`config.mk`:
```
export PLATFORM = sky130hd
export DESIGN_NAME = tdma_membership_and_slot_sync
export DESIGN_NICKNAME = d
export VERILOG_FILES = /design/src/hw/rtl/tms_pkg.sv /design/src/hw/rtl/tms_div.sv /design/src/hw/rtl/tdma_membership_and_slot_sync.sv
export SDC_FILE = /design/constraint.sdc
export NUM_CORES = 2
export LEC_CHECK = 0
export ABC_AREA = 1
export BUFFER_PORTS_ARGS = -buffer_cell sky130_fd_sc_hd__buf_4
export CAP_MARGIN = 20
export CORE_MARGIN = 8
export CORE_UTILIZATION = 45
export CTS_BUF_LIST = sky130_fd_sc_hd__clkbuf_16
export DETAILED_ROUTE_END_ITERATION = 10
export GPL_TIMING_DRIVEN = 0
export PLACE_DENSITY = 0.63
export SYNTH_ARGS = -nofsm -noshare
export SYNTH_HDL_FRONTEND = slang
export SYNTH_SLANG_ARGS = --single-unit
export TNS_END_PERCENT = 50
```
`constraint.sdc`:
```
create_clock -name clock -period 9.7 [get_ports clock]
set_input_delay 1.455 -clock clock [delete_from_list [all_inputs] [get_ports clock]]
set_output_delay 1.455 -clock clock [all_outputs]
set_load 0.02 [all_outputs]
```
`src/hw/rtl/tms_pkg.sv`:
```
`default_nettype none

package tms_pkg;

   localparam int AGENTS = 4;
   localparam int AGT_W = 2;
   localparam int CNT_W = 3;

   localparam int DIV_W = 22;
   localparam int DVS_W = 4;
   localparam int DIV_CNT_W = 5;

   localparam int CSR_IDX_W = 3;
   localparam int CSR_DATA_W = 20;

   localparam logic [CSR_IDX_W-1:0] CSR_SELF_INDEX = 3'd0;
   localparam logic [CSR_IDX_W-1:0] CSR_ROUND_PERIOD = 3'd1;
   localparam logic [CSR_IDX_W-1:0] CSR_TRAVEL_DELAY = 3'd2;
   localparam logic [CSR_IDX_W-1:0] CSR_MIN_UPDATE = 3'd3;
   localparam logic [CSR_IDX_W-1:0] CSR_REMOVE_TICKS = 3'd4;

   localparam logic [AGT_W-1:0] RST_SELF_INDEX = 2'd0;
   localparam logic [19:0] RST_ROUND_PERIOD = 20'd100000;
   localparam logic [16:0] RST_TRAVEL_DELAY = 17'd4000;
   localparam logic [16:0] RST_MIN_UPDATE = 17'd1000;
   localparam logic [7:0] RST_REMOVE_TICKS = 8'd10;

   localparam logic KIND_TICK = 1'b0;
   localparam logic KIND_FRAME = 1'b1;

   typedef enum logic [1:0] {
      MS_NOT_RUNNING = 2'd0,
      MS_RUNNING = 2'd1,
      MS_INSERT = 2'd2,
      MS_REMOVE = 2'd3
   } member_state_type;

   typedef struct packed {
      logic start;
      logic [DIV_W-1:0] dividend;
      logic [DVS_W-1:0] divisor;
   } div_req_type;

   typedef struct packed {
      logic busy;
      logic done;
      logic [DIV_W-1:0] quotient;
   } div_rsp_type;

endpackage

`default_nettype wire

```
`src/hw/rtl/tms_div.sv`:
```
`default_nettype none

module tms_div (
   input wire logic clock,
   input wire logic reset,
   input wire tms_pkg::div_req_type div_req,
   output tms_pkg::div_rsp_type div_rsp
);

   logic busy_ff, busy_in;
   logic done_ff, done_in;
   logic [tms_pkg::DIV_CNT_W-1:0] cnt_ff, cnt_in;
   logic [tms_pkg::DIV_W-1:0] quo_ff, quo_in;
   logic [tms_pkg::DVS_W-1:0] rem_ff, rem_in;
   logic [tms_pkg::DVS_W-1:0] dvs_ff, dvs_in;

   logic [tms_pkg::DVS_W:0] partial;
   logic [tms_pkg::DVS_W:0] trial;
   logic fits;

   assign partial = {rem_ff, quo_ff[tms_pkg::DIV_W-1]};
   assign fits = partial >= {1'b0, dvs_ff};
   assign trial = partial - {1'b0, dvs_ff};

   always_comb begin
      busy_in = busy_ff;
      done_in = 1'b0;
      cnt_in = cnt_ff;
      quo_in = quo_ff;
      rem_in = rem_ff;
      dvs_in = dvs_ff;
      if (div_req.start) begin
         busy_in = 1'b1;
         cnt_in = tms_pkg::DIV_CNT_W'(tms_pkg::DIV_W);
         quo_in = div_req.dividend;
         rem_in = '0;
         dvs_in = div_req.divisor;
      end else if (busy_ff) begin
         rem_in = fits ? trial[tms_pkg::DVS_W-1:0] : partial[tms_pkg::DVS_W-1:0];
         quo_in = {quo_ff[tms_pkg::DIV_W-2:0], fits};
         cnt_in = cnt_ff - tms_pkg::DIV_CNT_W'(1);
         if (cnt_ff == tms_pkg::DIV_CNT_W'(1)) begin
            busy_in = 1'b0;
            done_in = 1'b1;
         end
      end
   end

   always_ff @(posedge clock) begin
      if (reset) begin
         busy_ff <= 1'b0;
         done_ff <= 1'b0;
         cnt_ff <= '0;
      end else begin
         busy_ff <= busy_in;
         done_ff <= done_in;
         cnt_ff <= cnt_in;
      end
      quo_ff <= quo_in;
      rem_ff <= rem_in;
      dvs_ff <= dvs_in;
   end

   assign div_rsp.busy = busy_ff;
   assign div_rsp.done = done_ff;
   assign div_rsp.quotient = quo_ff;

endmodule

`default_nettype wire

```
`src/hw/rtl/tdma_membership_and_slot_sync.sv`:
```
// Team TDMA member: membership tracking and slot synchronisation.
// Input channel (req_*): one item is either a round tick or a received frame,
// taken when req_valid and req_ready are both high. Result channel (rsp_*):
// exactly one item per input item, in order, under rsp_valid/rsp_ready.
// A round tick walks the four agents one per cycle to advance membership,
// walks them again to number the slots, starts the shared one-bit-a-cycle
// divider for the maximum delta, then takes the quotient and loads the result.
// A frame updates the counters and the real difference, starts the divider,
// takes the quotient, computes the delta, makes the sync decision and loads
// the result; it skips straight to loading the result when the real
// difference is negative and skips the divider when no agent is running.
// One item is worked on at a time; req_ready is high only between items, so
// the next item is accepted at the earliest in the cycle after the result loads.
// The result sits in an output register and the next item is accepted while
// it waits; if the receiver stalls, the following item holds in the block and
// req_ready stays low until the waiting result is taken.
// Configuration writes on csr_* take effect at the next clock edge.
// A synchronous reset empties the membership table, clears the agent counters,
// the delay and any waiting result, and restores the register defaults.
`default_nettype none

module tdma_membership_and_slot_sync (
   input wire logic clock,
   input wire logic reset,

   input wire logic req_valid,
   output logic req_ready,
   input wire logic req_kind,
   input wire logic [1:0] req_agent_index,
   input wire logic [31:0] req_frame_counter,
   input wire logic [31:0] req_event_time_us,

   output logic rsp_valid,
   input wire logic rsp_ready,
   output logic rsp_report_kind,
   output logic [7:0] rsp_member_table,
   output logic [2:0] rsp_member_count,
   output logic signed [31:0] rsp_lost_frames,
   output logic signed [31:0] rsp_slot_delta_us,
   output logic rsp_sync_status,
   output logic rsp_reload_valid,
   output logic signed [31:0] rsp_reload_us,
   output logic signed [31:0] rsp_delay_us,

   input wire logic csr_wr_en,
   input wire logic [tms_pkg::CSR_IDX_W-1:0] csr_index,
   input wire logic [tms_pkg::CSR_DATA_W-1:0] csr_wdata
);

   typedef enum logic [9:0] {
      ST_IDLE = 10'b00_0000_0001,
      ST_WALK = 10'b00_0000_0010,
      ST_SLOT = 10'b00_0000_0100,
      ST_TSTART = 10'b00_0000_1000,
      ST_FRAME = 10'b00_0001_0000,
      ST_FCHK = 10'b00_0010_0000,
      ST_DIV = 10'b00_0100_0000,
      ST_FCALC = 10'b00_1000_0000,
      ST_FDEC = 10'b01_0000_0000,
      ST_DONE = 10'b10_0000_0000
   } seq_state_type;

   localparam int AG = tms_pkg::AGENTS;
   localparam int AW = tms_pkg::AGT_W;
   localparam int CW = tms_pkg::CNT_W;
   localparam int DW = tms_pkg::DIV_W;

   seq_state_type state_ff, state_in;

   logic [AW-1:0] self_index_ff, self_index_in;
   logic [19:0] round_period_ff, round_period_in;
   logic [16:0] travel_delay_ff, travel_delay_in;
   logic [16:0] min_update_ff, min_update_in;
   logic [7:0] remove_ticks_ff, remove_ticks_in;

   tms_pkg::member_state_type member_state_ff [AG];
   tms_pkg::member_state_type member_state_in [AG];
   logic [AG-1:0] heard_ff, heard_in;
   logic [7:0] remove_count_ff [AG];
   logic [7:0] remove_count_in [AG];
   logic [AW-1:0] slot_ff [AG];
   logic [AW-1:0] slot_in [AG];
   logic [31:0] last_counter_ff [AG];
   logic [31:0] last_counter_in [AG];
   logic [31:0] last_send_ff, last_send_in;
   logic [CW-1:0] running_count_ff, running_count_in;
   logic signed [31:0] max_delta_ff, max_delta_in;
   logic signed [31:0] sync_delay_ff, sync_delay_in;

   logic item_kind_ff, item_kind_in;
   logic [AW-1:0] item_agent_ff, item_agent_in;
   logic [31:0] item_counter_ff, item_counter_in;
   logic [31:0] item_time_ff, item_time_in;

   logic [AW-1:0] idx_ff, idx_in;
   logic [CW-1:0] cnt_ff, cnt_in;
   logic signed [33:0] real_ff, real_in;
   logic neg_ff, neg_in;
   logic [DW-1:0] prod_ff, prod_in;
   logic [DW-1:0] expd_ff, expd_in;
   logic signed [34:0] delta_ff, delta_in;

   logic signed [31:0] res_lost_ff, res_lost_in;
   logic signed [31:0] res_delta_ff, res_delta_in;
   logic res_status_ff, res_status_in;
   logic res_rvalid_ff, res_rvalid_in;
   logic signed [31:0] res_reload_ff, res_reload_in;

   logic rsp_valid_ff, rsp_valid_in;
   logic rsp_kind_ff, rsp_kind_in;
   logic [7:0] rsp_table_ff, rsp_table_in;
   logic [2:0] rsp_running_ff, rsp_running_in;
   logic signed [31:0] rsp_lost_ff, rsp_lost_in;
   logic signed [31:0] rsp_delta_ff, rsp_delta_in;
   logic rsp_status_ff, rsp_status_in;
   logic rsp_rvalid_ff, rsp_rvalid_in;
   logic signed [31:0] rsp_reload_ff, rsp_reload_in;
   logic signed [31:0] rsp_delay_ff, rsp_delay_in;

   tms_pkg::div_req_type div_req;
   tms_pkg::div_rsp_type div_rsp;

   logic [31:0] since_send;
   logic [AW-1:0] slot_sender;
   logic [AW-1:0] slot_self;
   logic [AW-1:0] slot_mag;
   logic [7:0] table_bits;
   logic [8:0] next_remove;
   logic [3:0] triple_count;
   logic walk_last;

   tms_div u_div (
      .clock(clock),
      .reset(reset),
      .div_req(div_req),
      .div_rsp(div_rsp)
   );

   assign since_send = item_time_ff - last_send_ff;
   assign slot_sender = slot_ff[item_agent_ff];
   assign slot_self = slot_ff[self_index_ff];
   assign slot_mag = (slot_sender < slot_self) ? slot_self - slot_sender
                                               : slot_sender - slot_self;
   assign table_bits = {member_state_ff[3], member_state_ff[2],
                        member_state_ff[1], member_state_ff[0]};
   assign next_remove = {1'b0, remove_count_ff[idx_ff]} + 9'd1;
   assign triple_count = {1'b0, running_count_ff} + {running_count_ff, 1'b0};
   assign walk_last = idx_ff == AW'(AG - 1);

   always_comb begin
      self_index_in = self_index_ff;
      round_period_in = round_period_ff;
      travel_delay_in = travel_delay_ff;
      min_update_in = min_update_ff;
      remove_ticks_in = remove_ticks_ff;
      if (csr_wr_en) begin
         unique case (csr_index)
            tms_pkg::CSR_SELF_INDEX: self_index_in = csr_wdata[AW-1:0];
            tms_pkg::CSR_ROUND_PERIOD: round_period_in = csr_wdata[19:0];
            tms_pkg::CSR_TRAVEL_DELAY: travel_delay_in = csr_wdata[16:0];
            tms_pkg::CSR_MIN_UPDATE: min_update_in = csr_wdata[16:0];
            tms_pkg::CSR_REMOVE_TICKS: remove_ticks_in = csr_wdata[7:0];
            default: ;
         endcase
      end
   end

   always_comb begin
      state_in = state_ff;
      member_state_in = member_state_ff;
      heard_in = heard_ff;
      remove_count_in = remove_count_ff;
      slot_in = slot_ff;
      last_counter_in = last_counter_ff;
      last_send_in = last_send_ff;
      running_count_in = running_count_ff;
      max_delta_in = max_delta_ff;
      sync_delay_in = sync_delay_ff;
      item_kind_in = item_kind_ff;
      item_agent_in = item_agent_ff;
      item_counter_in = item_counter_ff;
      item_time_in = item_time_ff;
      idx_in = idx_ff;
      cnt_in = cnt_ff;
      real_in = real_ff;
      neg_in = neg_ff;
      prod_in = prod_ff;
      expd_in = expd_ff;
      delta_in = delta_ff;
      res_lost_in = res_lost_ff;
      res_delta_in = res_delta_ff;
      res_status_in = res_status_ff;
      res_rvalid_in = res_rvalid_ff;
      res_reload_in = res_reload_ff;
      rsp_valid_in = rsp_valid_ff && !rsp_ready;
      rsp_kind_in = rsp_kind_ff;
      rsp_table_in = rsp_table_ff;
      rsp_running_in = rsp_running_ff;
      rsp_lost_in = rsp_lost_ff;
      rsp_delta_in = rsp_delta_ff;
      rsp_status_in = rsp_status_ff;
      rsp_rvalid_in = rsp_rvalid_ff;
      rsp_reload_in = rsp_reload_ff;
      rsp_delay_in = rsp_delay_ff;
      div_req.start = 1'b0;
      div_req.dividend = prod_ff;
      div_req.divisor = {1'b0, running_count_ff};

      unique case (state_ff)
         ST_IDLE: begin
            if (req_valid) begin
               item_kind_in = req_kind;
               item_agent_in = req_agent_index;
               item_counter_in = req_frame_counter;
               item_time_in = req_event_time_us;
               idx_in = '0;
               cnt_in = '0;
               res_lost_in = '0;
               res_delta_in = '0;
               res_status_in = 1'b0;
               res_rvalid_in = 1'b0;
               res_reload_in = '0;
               state_in = (req_kind == tms_pkg::KIND_TICK) ? ST_WALK : ST_FRAME;
            end
         end
         ST_WALK: begin
            if (idx_ff == self_index_ff) begin
               member_state_in[idx_ff] = tms_pkg::MS_RUNNING;
            end else begin
               unique case (member_state_ff[idx_ff])
                  tms_pkg::MS_RUNNING: begin
                     if (!heard_ff[idx_ff]) begin
                        member_state_in[idx_ff] = tms_pkg::MS_REMOVE;
                     end
                  end
                  tms_pkg::MS_NOT_RUNNING: begin
                     if (heard_ff[idx_ff]) begin
                        member_state_in[idx_ff] = tms_pkg::MS_INSERT;
                     end
                  end
                  tms_pkg::MS_INSERT: begin
                     member_state_in[idx_ff] = heard_ff[idx_ff] ? tms_pkg::MS_RUNNING
                                                                : tms_pkg::MS_NOT_RUNNING;
                  end
                  tms_pkg::MS_REMOVE: begin
                     if (heard_ff[idx_ff]) begin
                        remove_count_in[idx_ff] = '0;
                        member_state_in[idx_ff] = tms_pkg::MS_RUNNING;
                     end else if (next_remove >= {1'b0, remove_ticks_ff}) begin
                        remove_count_in[idx_ff] = '0;
                        member_state_in[idx_ff] = tms_pkg::MS_NOT_RUNNING;
                     end else begin
                        remove_count_in[idx_ff] = next_remove[7:0];
                     end
                  end
                  default: ;
               endcase
            end
            idx_in = idx_ff + AW'(1);
            if (walk_last) begin
               state_in = ST_SLOT;
            end
         end
         ST_SLOT: begin
            if (member_state_ff[idx_ff] == tms_pkg::MS_RUNNING ||
                member_state_ff[idx_ff] == tms_pkg::MS_REMOVE) begin
               slot_in[idx_ff] = cnt_ff[AW-1:0];
               cnt_in = cnt_ff + CW'(1);
            end
            idx_in = idx_ff + AW'(1);
            if (walk_last) begin
               running_count_in = cnt_in;
               state_in = ST_TSTART;
            end
         end
         ST_TSTART: begin
            last_send_in = item_time_ff;
            heard_in = '0;
            if (running_count_ff == '0) begin
               max_delta_in = '0;
               state_in = ST_DONE;
            end else begin
               div_req.start = 1'b1;
               div_req.dividend = {1'b0, round_period_ff, 1'b0};
               div_req.divisor = triple_count;
               state_in = ST_DIV;
            end
         end
         ST_FRAME: begin
            res_lost_in = item_counter_ff - last_counter_ff[item_agent_ff] - 32'd1;
            last_counter_in[item_agent_ff] = item_counter_ff;
            heard_in[item_agent_ff] = 1'b1;
            real_in = $signed({{2{since_send[31]}}, since_send})
                      - $signed({17'd0, travel_delay_ff});
            neg_in = slot_sender < slot_self;
            prod_in = DW'(slot_mag) * DW'(round_period_ff);
            state_in = ST_FCHK;
         end
         ST_FCHK: begin
            if (real_ff < 0) begin
               res_status_in = 1'b1;
               state_in = ST_DONE;
            end else if (running_count_ff == '0) begin
               expd_in = '0;
               state_in = ST_FCALC;
            end else begin
               div_req.start = 1'b1;
               state_in = ST_DIV;
            end
         end
         ST_DIV: begin
            if (div_rsp.done) begin
               if (item_kind_ff == tms_pkg::KIND_TICK) begin
                  max_delta_in = $signed({{(32 - DW){1'b0}}, div_rsp.quotient});
                  state_in = ST_DONE;
               end else begin
                  if (neg_ff && div_rsp.quotient != '0) begin
                     expd_in = DW'(round_period_ff) - div_rsp.quotient;
                  end else begin
                     expd_in = div_rsp.quotient;
                  end
                  state_in = ST_FCALC;
               end
            end
         end
         ST_FCALC: begin
            delta_in = $signed({real_ff[33], real_ff}) - $signed({13'd0, expd_ff});
            state_in = ST_FDEC;
         end
         ST_FDEC: begin
            res_delta_in = delta_ff[31:0];
            if (slot_self == '0) begin
               if (delta_ff > $signed({{3{sync_delay_ff[31]}}, sync_delay_ff}) &&
                   delta_ff < $signed({{3{max_delta_ff[31]}}, max_delta_ff}) &&
                   delta_ff > $signed({18'd0, min_update_ff})) begin
                  sync_delay_in = delta_ff[31:0];
               end
            end else if (slot_sender == '0) begin
               res_rvalid_in = 1'b1;
               res_reload_in = 32'(round_period_ff) - 32'(expd_ff) - 32'(travel_delay_ff);
            end
            state_in = ST_DONE;
         end
         ST_DONE: begin
            if (!rsp_valid_ff || rsp_ready) begin
               rsp_valid_in = 1'b1;
               rsp_kind_in = item_kind_ff;
               rsp_table_in = table_bits;
               rsp_running_in = running_count_ff;
               rsp_lost_in = res_lost_ff;
               rsp_delta_in = res_delta_ff;
               rsp_status_in = res_status_ff;
               rsp_rvalid_in = res_rvalid_ff;
               rsp_reload_in = res_reload_ff;
               rsp_delay_in = sync_delay_ff;
               state_in = ST_IDLE;
            end
         end
         default: state_in = ST_IDLE;
      endcase
   end

   always_ff @(posedge clock) begin
      if (reset) begin
         state_ff <= ST_IDLE;
         self_index_ff <= tms_pkg::RST_SELF_INDEX;
         round_period_ff <= tms_pkg::RST_ROUND_PERIOD;
         travel_delay_ff <= tms_pkg::RST_TRAVEL_DELAY;
         min_update_ff <= tms_pkg::RST_MIN_UPDATE;
         remove_ticks_ff <= tms_pkg::RST_REMOVE_TICKS;
         for (int i = 0; i < AG; i++) begin
            member_state_ff[i] <= tms_pkg::MS_NOT_RUNNING;
            remove_count_ff[i] <= '0;
            slot_ff[i] <= '0;
            last_counter_ff[i] <= '0;
         end
         heard_ff <= '0;
         last_send_ff <= '0;
         running_count_ff <= '0;
         max_delta_ff <= '0;
         sync_delay_ff <= '0;
         rsp_valid_ff <= 1'b0;
      end else begin
         state_ff <= state_in;
         self_index_ff <= self_index_in;
         round_period_ff <= round_period_in;
         travel_delay_ff <= travel_delay_in;
         min_update_ff <= min_update_in;
         remove_ticks_ff <= remove_ticks_in;
         member_state_ff <= member_state_in;
         remove_count_ff <= remove_count_in;
         slot_ff <= slot_in;
         last_counter_ff <= last_counter_in;
         heard_ff <= heard_in;
         last_send_ff <= last_send_in;
         running_count_ff <= running_count_in;
         max_delta_ff <= max_delta_in;
         sync_delay_ff <= sync_delay_in;
         rsp_valid_ff <= rsp_valid_in;
      end
      item_kind_ff <= item_kind_in;
      item_agent_ff <= item_agent_in;
      item_counter_ff <= item_counter_in;
      item_time_ff <= item_time_in;
      idx_ff <= idx_in;
      cnt_ff <= cnt_in;
      real_ff <= real_in;
      neg_ff <= neg_in;
      prod_ff <= prod_in;
      expd_ff <= expd_in;
      delta_ff <= delta_in;
      res_lost_ff <= res_lost_in;
      res_delta_ff <= res_delta_in;
      res_status_ff <= res_status_in;
      res_rvalid_ff <= res_rvalid_in;
      res_reload_ff <= res_reload_in;
      rsp_kind_ff <= rsp_kind_in;
      rsp_table_ff <= rsp_table_in;
      rsp_running_ff <= rsp_running_in;
      rsp_lost_ff <= rsp_lost_in;
      rsp_delta_ff <= rsp_delta_in;
      rsp_status_ff <= rsp_status_in;
      rsp_rvalid_ff <= rsp_rvalid_in;
      rsp_reload_ff <= rsp_reload_in;
      rsp_delay_ff <= rsp_delay_in;
   end

   assign req_ready = state_ff == ST_IDLE;
   assign rsp_valid = rsp_valid_ff;
   assign rsp_report_kind = rsp_kind_ff;
   assign rsp_member_table = rsp_table_ff;
   assign rsp_member_count = rsp_running_ff;
   assign rsp_lost_frames = rsp_lost_ff;
   assign rsp_slot_delta_us = rsp_delta_ff;
   assign rsp_sync_status = rsp_status_ff;
   assign rsp_reload_valid = rsp_rvalid_ff;
   assign rsp_reload_us = rsp_reload_ff;
   assign rsp_delay_us = rsp_delay_ff;

`ifndef SYNTH
   a_div_done_in_wait: assert property (@(posedge clock) disable iff (reset)
      div_rsp.done |-> state_ff == ST_DIV)
      else $error("divider finished outside its wait state");

   a_running_bound: assert property (@(posedge clock) disable iff (reset)
      running_count_ff <= CW'(AG))
      else $error("running count exceeds the number of agents");

   a_reject_clean: assert property (@(posedge clock) disable iff (reset)
      rsp_valid_ff && rsp_status_ff |-> !rsp_rvalid_ff && rsp_delta_ff == 0)
      else $error("rejected frame item carries a delta or a reload");

   a_div_idle_on_start: assert property (@(posedge clock) disable iff (reset)
      div_req.start |-> !div_rsp.busy)
      else $error("divider started while busy");
`endif

endmodule

`default_nettype wire

```
==> metrics <==
final WL 138000 µm; hold buffer count at cts 0; CP endpoint kind flop; DR vias/cell 5.35; PostCTS Resize Cnt 0; Crit path top cell by count nand2_1; Avg Cell Area, Syn 8.24 µm²; EDFF count, synth 434; clk_lat worst skew 0.67 ns; library cells used by synthesis 60; initial core utilization 45.4%; initial antenna violation count 6; Max stage delay cell, worst path nor2_1; routed vias 37067; Post-synth top cells nand2_1 (890), inv_1 (806), nor2_1 (586); Pleak 21.5 nW; share of cells above drive strength 1 9.62%; Pre-antenna DRT Iters 5; MaxCap Viol Count 0; Global Route Usage Sum 25.1%; Synth-to-Final Area Change 15.4%; Residual DRC 0; DP HPWL 108000 µm; slew at the pin with the worst max-slew slack 1.24 ns; root buf cell clkbuf_16; Setup Viol. Count Final 0; post-DR wirelength/cell 19.9 µm; max incr delay on CP 0.72 ns; Worst-path clk slew 0.06 ns; Rel. slew slack 17.4%; most numerous cell in the Yosys netlist nand2_1; min cycle time layout 5.93 ns; nets 5969; HP Class reg2reg; Clock Skew 0.0358 ns; FFs w/ async S/R, synth 0%; top cell type by total area after synthesis edfxtp_1; pwr/cell area 212 nW/µm²; DP Cell Count 6765; pre-CTS setup slack 3.85 ns; ranking of synthesized cells by area edfxtp_1 (30%), dfxtp_1 (16%), ha_1 (7.9%); status complete, no violations; Fmax 169 MHz; Max VDD drop 0.196 mV; Top FF cell, synth edfxtp_1; final core occ 52.4%; Critical Path Source Type flop; CTS Buffer Depth 3; initial drt markers 2943; CP max FO 10; Ys Warns 0; final setup margin 3.77 ns; Yosys top cell area share 30.2%; Arr. time, crit path 6.34 ns; Seq/Total Area, Yosys 46.6%; Top Family by Delay on Critical Path simple AND/OR/NAND/NOR gates; Synth Instances 5248; fin cells 6929; Final ANT Viol Nets 0; max-slew violations 0; via count of the first global-routing pass 35778; WS Path Type reg2reg; gr ovfl total 0; Die Span Y 326 µm; PortBufs 238; clk sinks 789; Post CTS Setup Buffer Count 0; Fill cells 9034; cts bufs inserted 86; Chip Width 326 µm; site row count 113; Die Footprint 106000 µm²; first-pass GRT wire length 210000 µm; hold_ws 0.413 ns; total negative slack 0 ns; RSZ-0062 raised after global routing no; # H-tree levels 3; CORE AREA 95200 µm²; RD Place Congestion 0.982; largest net degree at the start of global routing 58; post-route clock period utilization 61.1%; Fin. Hold Viols 0; Synth Register Bits 789; I/O pin cnt 239; Buffers & Inverters on Critical Path 4; Post-Syn Area 43200 µm²; syn nets 5628; CTS tree done; CP required 10.11 ns
logic make-up after synthesis:
group	share of synthesized area, %
muxes	0.0232
and+or+nand+nor	17.6
adders and majority gates	8.44
xor gates and xnor gates	2.47
buffers and inverters	8.86
AOI/OAI and AO/OA	16.0
DFF	46.6
final cells by class:
cell class | count | area, µm² | area share (%)
Clock inverter | 70 | 653 | 1.31
Inverter | 826 | 3100 | 6.22
Buffer | 151 | 733 | 1.47
Clock buffer | 92 | 2300 | 4.61
Sequential cell | 789 | 20100 | 40.4
Antenna cell | 1 | 2.50 | 0.00502
Timing Repair Buffer | 253 | 2080 | 4.17
Multi-Input combinational cell | 3482 | 19300 | 38.7
Tap cell | 1265 | 1580 | 3.17
state kept, by name, indices dropped and copies added (netlist names), 32 cells and up:
| name | count |
|---|---|
| last_counter_ff | 128 |
| delta_ff | 34 |
| real_ff | 33 |
| item_counter_ff | 32 |
| item_time_ff | 32 |
| last_send_ff | 32 |
| remove_count_ff | 32 |
| res_delta_ff | 32 |
| res_lost_ff | 32 |
| rsp_delay_us | 32 |
| rsp_lost_frames | 32 |
| rsp_slot_delta_us | 32 |
| sync_delay_ff | 32 |
power by group:
group,switching (mW),internal (mW),total [mW]
Sequential,0.175,4.00,4.17
Combinational,2.11,0.895,3.01
Clock,1.42,1.99,3.41
worst register-to-register path, cell delays in order, from the launching register on:
cell,delay (ns)
edfxtp_1,0.47
nor2_1,0.72
inv_2,0.31
o22ai_1,0.21
a21oi_1,0.07
o21a_1,0.17
ha_1,0.18
inv_1,0.06
fa_1,0.39
o21ai_0,0.41
clkbuf_1,0.41
clkbuf_1,0.41
nor2_1,0.08
ha_1,0.38
a21oi_1,0.16
nand2_1,0.09
nand2_1,0.07
nand2_1,0.05
a21oi_1,0.24
o21ai_0,0.21
nand4_1,0.12
nand2_1,0.12
nand3_1,0.12
nand2_1,0.07
nand2_1,0.07
nand2_1,0.05
layer usage:
| layer | wire length (µm) | up-vias | part of all wire, % | track usage, % |
|---|---|---|---|---|
| li1 | - | 18246 | - | - |
| met1 | 57200 | 17222 | 41 | 31.5 |
| met2 | 64000 | 1283 | 46 | 42.2 |
| met3 | 9790 | 316 | 7.1 | 4.30 |
| met4 | 6930 | 0 | 5.0 | 11.6 |
| met5 | 0 | - | 0 | 0 |
layout by cell type, fill, tap and decap left out, types with 34 or more instances in the layout:
master / instances
o21ai_0: 285
clkbuf_1: 85
a21oi_1: 550
xnor2_1: 37
buf_4: 258
buf_2: 34
ha_1: 274
dfxtp_1: 355
nor2_1: 582
inv_1: 829
o211ai_1: 39
edfxtp_1: 434
o22ai_1: 42
clkbuf_16: 92
xor2_1: 85
a221oi_1: 37
nand3_1: 164
o21ai_1: 160
nor3_1: 48
nand4_1: 57
nand2_1: 889
through the flow:
stage	power, mW	instance area [µm²]
after floorplan	6.20	43200
after global placement	7.15	46600
after detailed placement	7.19	46900
after CTS	10.6	49900
after global routing	11.1	49900
final	10.6	49900
worst paths after layout:
| kind | start | end | slack, ns | cells past startpoint |
|---|---|---|---|---|
| hold / removal | res_reload_ff[21] | rsp_reload_us[21] | 0.41 | 0 |
| setup / recovery | item_agent_ff[1] | prod_ff[18] | 3.77 | 25 |
| setup reg to reg | item_agent_ff[1] | prod_ff[18] | 3.77 | 25 |
| hold reg to reg | res_reload_ff[21] | rsp_reload_us[21] | 0.41 | 0 |
No activity file was read; power rests on OpenSTA's default activity.
